$ cat config.mk
export PLATFORM = sky130hd
export DESIGN_NAME = pal_ctrl
export DESIGN_NICKNAME = d
export VERILOG_FILES = /design/src/rtl/pal_pkg.sv /design/src/rtl/pal_ctrl.sv
export SDC_FILE = /design/constraint.sdc
export NUM_CORES = 1
export LEC_CHECK = 0
export BUFFER_PORTS_ARGS = -buffer_cell sky130_fd_sc_hd__buf_2
export CAP_MARGIN = 20
export CORE_AREA = 2 2 54 56
export DETAILED_ROUTE_END_ITERATION = 8
export DIE_AREA = 0 0 56 58
export GPL_TIMING_DRIVEN = 0
export SYNTH_ARGS = -nofsm -noshare
export SYNTH_HDL_FRONTEND = slang
export SYNTH_SLANG_ARGS = --single-unit
$ cat constraint.sdc
create_clock -name clk_i -period 2.2 [get_ports clk_i]
set_clock_uncertainty 0.05 [all_clocks]
set_input_delay 0.22 -clock clk_i [delete_from_list [all_inputs] [get_ports clk_i]]
set_output_delay 0.22 -clock clk_i [all_outputs]
set_load 0.01 [all_outputs]
$ cat src/rtl/pal_pkg.sv
// Shared types, codes and constants of the positional array list.
`timescale 1ns / 1ps

package pal_pkg;

  // Field widths of one request and one result.
  localparam int unsigned REQ_W = 3;
  localparam int unsigned POS_W = 11;
  localparam int unsigned POS2_W = 10;
  localparam int unsigned VAL_W = 32;
  localparam int unsigned ST_W = 2;
  localparam int unsigned CNT_OUT_W = 11;

  // Packed stream widths, padded to whole bytes.
  localparam int unsigned IN_W = 56;
  localparam int unsigned OUT_W = 48;
  localparam int unsigned OUT_PAD_W = OUT_W - (ST_W + VAL_W + CNT_OUT_W);

  localparam int unsigned DEPTH_DEFAULT = 1024;

  // Request codes.
  localparam logic [REQ_W-1:0] REQ_INSERT = 3'd0;
  localparam logic [REQ_W-1:0] REQ_DELETE = 3'd1;
  localparam logic [REQ_W-1:0] REQ_READ = 3'd2;
  localparam logic [REQ_W-1:0] REQ_REPLACE = 3'd3;
  localparam logic [REQ_W-1:0] REQ_SWAP = 3'd4;

  // Result status codes.
  localparam logic [ST_W-1:0] ST_OK = 2'd0;
  localparam logic [ST_W-1:0] ST_RANGE = 2'd1;
  localparam logic [ST_W-1:0] ST_FULL = 2'd2;

  typedef enum logic [1:0] {
    RS_POS  = 2'd0,
    RS_POS2 = 2'd1,
    RS_IDX  = 2'd2
  } rd_sel_e;

  typedef enum logic [1:0] {
    WA_POS   = 2'd0,
    WA_POS2  = 2'd1,
    WA_SHIFT = 2'd2
  } wa_sel_e;

  typedef enum logic [1:0] {
    WD_VAL   = 2'd0,
    WD_RDATA = 2'd1,
    WD_HOLD  = 2'd2
  } wd_sel_e;

  // Commands from the controller to the datapath.
  typedef struct packed {
    logic    accept;
    logic    dec_load;
    logic    rd_en;
    rd_sel_e rd_sel;
    logic    hold_load;
    logic    we;
    wa_sel_e wa_sel;
    wd_sel_e wd_sel;
    logic    idx_load;
    logic    shift_step;
    logic    cnt_inc;
    logic    cnt_dec;
    logic    out_load;
  } cmd_t;

  // Status from the datapath to the controller.
  typedef struct packed {
    logic is_ins;
    logic is_del;
    logic is_read;
    logic is_repl;
    logic is_swap;
    logic ok;
    logic at_end;
    logic last;
    logic out_free;
  } sts_t;

endpackage

$ cat src/rtl/pal_ctrl.sv
// Controller state machine of the positional array list.
`timescale 1ns / 1ps

module pal_ctrl (
  input  logic          clk_i,
  input  logic          rst_ni,
  input  logic          in_tvalid_i,
  output logic          in_tready_o,
  input  pal_pkg::sts_t sts_i,
  output pal_pkg::cmd_t cmd_o
);

  import pal_pkg::*;

  typedef enum logic [10:0] {
    S_IDLE    = 11'b000_0000_0001,
    S_DECODE  = 11'b000_0000_0010,
    S_RD_WAIT = 11'b000_0000_0100,
    S_REPL_WR = 11'b000_0000_1000,
    S_SW_RD2  = 11'b000_0001_0000,
    S_SW_WR1  = 11'b000_0010_0000,
    S_SW_WR2  = 11'b000_0100_0000,
    S_SHIFT   = 11'b000_1000_0000,
    S_DRAIN   = 11'b001_0000_0000,
    S_INS_PUT = 11'b010_0000_0000,
    S_FINISH  = 11'b100_0000_0000
  } state_e;

  state_e state_q;
  state_e state_d;

  assign in_tready_o = (state_q == S_IDLE);

  always_comb begin
    state_d = state_q;
    cmd_o = '0;
    unique case (state_q)
      S_IDLE: begin
        if (in_tvalid_i) begin
          cmd_o.accept = 1'b1;
          state_d = S_DECODE;
        end
      end
      S_DECODE: begin
        cmd_o.dec_load = 1'b1;
        if (!sts_i.ok) begin
          state_d = S_FINISH;
        end else if (sts_i.is_read || sts_i.is_repl) begin
          cmd_o.rd_en = 1'b1;
          cmd_o.rd_sel = RS_POS;
          state_d = S_RD_WAIT;
        end else if (sts_i.is_swap) begin
          cmd_o.rd_en = 1'b1;
          cmd_o.rd_sel = RS_POS;
          state_d = S_SW_RD2;
        end else if (sts_i.is_ins) begin
          if (sts_i.at_end) begin
            state_d = S_INS_PUT;
          end else begin
            cmd_o.idx_load = 1'b1;
            state_d = S_SHIFT;
          end
        end else begin
          // Delete of the last entry only shortens the list.
          if (sts_i.at_end) begin
            cmd_o.cnt_dec = 1'b1;
            state_d = S_FINISH;
          end else begin
            cmd_o.idx_load = 1'b1;
            state_d = S_SHIFT;
          end
        end
      end
      S_RD_WAIT: begin
        cmd_o.hold_load = 1'b1;
        state_d = sts_i.is_repl ? S_REPL_WR : S_FINISH;
      end
      S_REPL_WR: begin
        cmd_o.we = 1'b1;
        cmd_o.wa_sel = WA_POS;
        cmd_o.wd_sel = WD_VAL;
        state_d = S_FINISH;
      end
      S_SW_RD2: begin
        cmd_o.hold_load = 1'b1;
        cmd_o.rd_en = 1'b1;
        cmd_o.rd_sel = RS_POS2;
        state_d = S_SW_WR1;
      end
      S_SW_WR1: begin
        cmd_o.we = 1'b1;
        cmd_o.wa_sel = WA_POS;
        cmd_o.wd_sel = WD_RDATA;
        state_d = S_SW_WR2;
      end
      S_SW_WR2: begin
        cmd_o.we = 1'b1;
        cmd_o.wa_sel = WA_POS2;
        cmd_o.wd_sel = WD_HOLD;
        state_d = S_FINISH;
      end
      S_SHIFT: begin
        // Read one entry and write the one read in the previous cycle.
        cmd_o.rd_en = 1'b1;
        cmd_o.rd_sel = RS_IDX;
        cmd_o.shift_step = 1'b1;
        cmd_o.we = 1'b1;
        cmd_o.wa_sel = WA_SHIFT;
        cmd_o.wd_sel = WD_RDATA;
        if (sts_i.last) begin
          state_d = S_DRAIN;
        end
      end
      S_DRAIN: begin
        cmd_o.we = 1'b1;
        cmd_o.wa_sel = WA_SHIFT;
        cmd_o.wd_sel = WD_RDATA;
        if (sts_i.is_ins) begin
          state_d = S_INS_PUT;
        end else begin
          cmd_o.cnt_dec = 1'b1;
          state_d = S_FINISH;
        end
      end
      S_INS_PUT: begin
        cmd_o.we = 1'b1;
        cmd_o.wa_sel = WA_POS;
        cmd_o.wd_sel = WD_VAL;
        cmd_o.cnt_inc = 1'b1;
        state_d = S_FINISH;
      end
      S_FINISH: begin
        if (sts_i.out_free) begin
          cmd_o.out_load = 1'b1;
          state_d = S_IDLE;
        end
      end
      default: begin
        state_d = S_IDLE;
      end
    endcase
  end

  always_ff @(posedge clk_i or negedge rst_ni) begin
    if (!rst_ni) begin
      state_q <= S_IDLE;
    end else begin
      state_q <= state_d;
    end
  end

endmodule
# ---- After elaboration in Yosys (flattened, before gate mapping)
# Index checks and enable logic that the tools add are counted.
dict set report totals {
  out_inout_bits 17
  input_bits 12
  register_bits 11
}
dict set report classes {
  eq_ne 14
  mux 37
  reduce_logical 6
}
# cell n
set ops {}
lappend ops {{two-way mux 11 bit} 10}
lappend ops {{case mux 11 bit (9 select lines)} 1}
lappend ops {{case mux 5 bit (4 select lines)} 1}
lappend ops {{two-way mux 1 bit} 19}
lappend ops {{== test 11 x 1 -> 1 bit (second input constant)} 1}
lappend ops {{== test 11 x 10 -> 1 bit (second input constant)} 1}
lappend ops {{== test 11 bit (second input constant)} 1}
lappend ops {{== test 11 x 2 -> 1 bit (second input constant)} 1}
lappend ops {{== test 11 x 3 -> 1 bit (second input constant)} 1}
lappend ops {{== test 11 x 4 -> 1 bit (second input constant)} 1}
lappend ops {{== test 11 x 5 -> 1 bit (second input constant)} 1}
lappend ops {{== test 11 x 6 -> 1 bit (second input constant)} 1}
lappend ops {{== test 11 x 7 -> 1 bit (second input constant)} 1}
lappend ops {{== test 11 x 8 -> 1 bit (second input constant)} 1}
lappend ops {{== test 11 x 9 -> 1 bit (second input constant)} 1}
lappend ops {{two-way mux 10 bit} 1}
lappend ops {{two-way mux 3 bit} 3}
lappend ops {{case mux 3 bit (3 select lines)} 1}
lappend ops {{!= test 2 bit (second input constant)} 3}
lappend ops {{OR reduction 2 bit} 3}
lappend ops {{AND reduction 3 bit} 1}
lappend ops {{OR reduction 3 bit} 1}
lappend ops {{case mux 1 bit (2 select lines)} 1}
lappend ops {{logical OR 1 bit} 1}

# ---- Longest topological paths before layout
dict set report logic_depth {
  depth_word 6
  mapped_depth 6
  ltp_nobuf 5
}

# ---- Least setup slack after synthesis
# Ideal clock, no wire load.
dict set report synth_path {
  kind {reg2out}
  startpoint {reg state_q[5]}
  endpoint {out cmd_o[4] (netlist name)}
  setup_slack_ns 0.241
  arrival_ns 1.689
  stages_incl_launch_ff 6
  t_required_ns 1.930
  path_cell_list {dfrtp_1 > nor4_4 > and2_1 > and4b_1 > nand2_2 > nor3_1}
}
# item line
set synth_lines {}
lappend synth_lines {{start: declaration} pal_ctrl.sv:29} ;# state_e state_q;
lappend synth_lines {{start signal: assignment} pal_ctrl.sv:148} ;# state_q <= state_d;
lappend synth_lines {{end: declaration} pal_ctrl.sv:10} ;# output pal_pkg::cmd_t cmd_o

==> run_results.csv <==
group,metric,value,unit
timing,maxSlewViolCount,0,
yosys,async_flop_share,1.00,
yosys,synth.area.top_cells,"dfrtp_1, nor2_1, nor4_4",
routing,drt-pass1-iter-count,4,
routing,wl_per_cell,13.4,um
critical_path,slowest_stage,"dfrtp_2",
finish,top_register,"state_q",
critical_path,slowest_delay,0.43,ns
clocking,cts_tree,"yes",
placement,placedCellCount,146,
timing,setup_viol,0,
clocking,numCtsBuffers,3,
yosys,synth_area_leader_cell,"dfrtp_1",
yosys,syn_area,779,um2
finish,largest_reg_flops,11,
placement,globalplace.congestion,0.856,
critical_path,r2r_start,"state_q[3]",
critical_path,start_kind,"register",
die,core,0.00266,mm2
placement,place_ws,0.0248,ns
timing,clock.fmax,457,MHz
die,die_w,56,um
finish,syn2layout_area_growth,44.9,%
timing,finalCritPeriodShare,0.994,
grt,grtUsageTotal,0.135,
routing,vias,797,
power,ir_worst_vdd,467,uV
outcome,status,"complete, no violations",
critical_path,crit_type,"register to output port",
die,initial_utilization,0.293,
yosys,syn_nets,100,
timing,slew_headroom,0.751,
placement,port-buffer-count,27,
yosys,ys_seq_elements,11,
yosys,synth_cells,88,
flow_run,maxCapViolations,0,
finish,final-instance-count-excl-fill,160,
yosys,synth.avg_cell_area,8.86,um2
die,ioPinCount,29,
grt,antenna_found_initial,0,
timing,timing.final.crit_period,2.19,ns
timing,worst_pin_slew,0.370,ns
placement,placed_cell_area,953,um2
critical_path,cp_top_family,"simple AND/OR/NAND/NOR gates",
die,fp.dieArea,0.00325,mm2
critical_path,cp_max_fo,5,
routing,finalWirelength,2140,um
yosys,yosysWarnings,0,
grt,grt_overflow,0,
clocking,clk_pin_slew_worst_paths,0.07,ns
power,finalPower,0.744,mW
yosys,yosysTopAreaCellShare,0.321,
critical_path,cp_cell_sequence,"nor4_4 -> and2_4 -> and4b_2 -> nand2_4 -> o211ai_1 -> buf_2",
clocking,htree_levels,1,
clocking,cts_root_buffer,"clkbuf_4",
min_path,worstHoldPathCells,3,
clocking,clkLatencyLatePin,0.26,ns
min_path,hold_class,"input port to register",
finish,drive_above_1_share,0.481,
critical_path,crit_arrival,1.92,ns
placement,dp_hpwl,1450,um
grt,grt_max_degree,12,
timing,worst_slack,0.0134,ns
clocking,cts_buffer_depth,2,
grt,first_global_vias,746,
finish,design_area,0.00113,mm2
power,leakage,0.585,nW
critical_path,critPathBufInv,1,
finish,fill_cells,277,
routing,vias_per_cell,4.98,
routing,post-route-drc-count,0,
finish,reg_top3,"state_q x11",
routing,drt_iter0_drc,18,
power,power_density,659,mW/mm2
timing,finalHoldViolCount,0,
yosys,synth-main-ff-cell,"dfrtp_1",
critical_path,crit_end,"cmd_o[13]",
critical_path,crit_cells,6,
yosys,yosys.cell_types.count,37,
routing,antenna_left,0,
grt,grt_pass1_wl,3470,um
critical_path,endpoint_kind,"output port",
clocking,cts_num_sinks,11,
critical_path,crit_start,"state_q[6]",
timing,rsz0062_at_grt,"yes",
critical_path,ff2ff_path_depth,6,
die,rows,19,
critical_path,rrSetupSlack,0.23,ns
die,fp.dieH,58,um
yosys,synth_edf_count,0,
critical_path,cp.required,1.93,ns
finish,antenna_cells,0,
finish,fin_nets,142,
critical_path,r2r_end,"state_q[0]",
yosys,synth_seq_area_share,0.355,
[power by group]
part	internal, mW	switching (mW)
Combinational	0.164	0.170
Clock	0.0701	0.0640
Sequential	0.233	0.0430
Total	0.468	0.277
[through the flow]
stage          hold slack, ns  setup TNS, ns  utilization
2_1_floorplan          -0.126              0            -
3_3_place_gp           0.0425              0        0.358
3_5_place_dp           0.0438              0        0.358
4_1_cts                 0.123        -0.0485        0.388
5_1_grt                 0.132         -0.354        0.424
6_report                0.130              0        0.424
[synthesized netlist by cell type, drive strengths merged (3+ instances only)]
master and instances:
nor3 6, nand2 7, nor2 13, dfrtp 10
and4b 3, and2 4, inv 7, nor4 4
[cell type report]
class	count	area, um2	share of cell area
clock buffers	4	26.3	0.0233
multi-input cells	67	514	0.455
flip-flops and latches	11	283	0.250
repair buffers	38	226	0.200
plain buffers	2	15.0	0.0133
well taps	31	38.8	0.0343
inverters	7	26.3	0.0233
[cell families (layout without fill, tap and decap cells)]
group | count (synthesis) | after routing | synth area share
buffers and inverters | 10 | 51 | 0.0578
DFF | 11 | 11 | 0.355
xor gates and xnor gates | 3 | 3 | 0.0337
AOI/OAI and AO/OA | 10 | 10 | 0.112
and+or+nand+nor | 54 | 54 | 0.441
[what timing repair did]
item                                   in CTS  in global routing
endpoints found under the hold margin      11                  0
setup endpoints to repair                   5                  6
pin swaps                                   3                  5
gates resized for setup                     8                  9
buffers inserted                            3                  7
hold buffers                                1                  0
[worst min-delay path by stage]
stage / from / endpoint / slack [ns]
detailed placement: rst_ni / state_q[1] / 0.04
floorplan: rst_ni / state_q[10] / -0.13
global placement: rst_ni / state_q[1] / 0.04
global route: sts_i[4] / state_q[4] / 0.13
finish: sts_i[4] / state_q[4] / 0.13
CTS: sts_i[4] / state_q[4] / 0.12
[metal layers]
layer  GRT usage  share of wire  routed length, um
met5           0              0                  0
met4      0.0748         0.0084                 18
met3      0.0112          0.060                129
met2       0.212           0.46                982
met1       0.185           0.47               1010
[layout by cell type, fill, tap and decap left out, types with 2 or more instances in the layout]
cell      count
clkbuf_4      3
nand2b_1      2
buf_2        26
nor2b_1       2
nor2_1       12
nand4_1       2
nor3_1        3
dfrtp_1       5
and2_1        2
dfrtp_2       5
nand4b_1      2
and3_1        2
nand2_1       6
nand3_1       2
nor4_4        3
and4b_1       2
xnor2_1       2
buf_4        12
o21ai_0       2
nor3_2        2
inv_1         7
[worst register-to-register path: cells and delay by family, from the launching register on]
kind                   cells  cell delay, ns
and+or+nand+nor            4            0.99
AOI/OAI and AO/OA          1            0.26
buffers and inverters      1            0.17
DFF                        1            0.44
No activity file was read; power rests on OpenSTA's default activity.
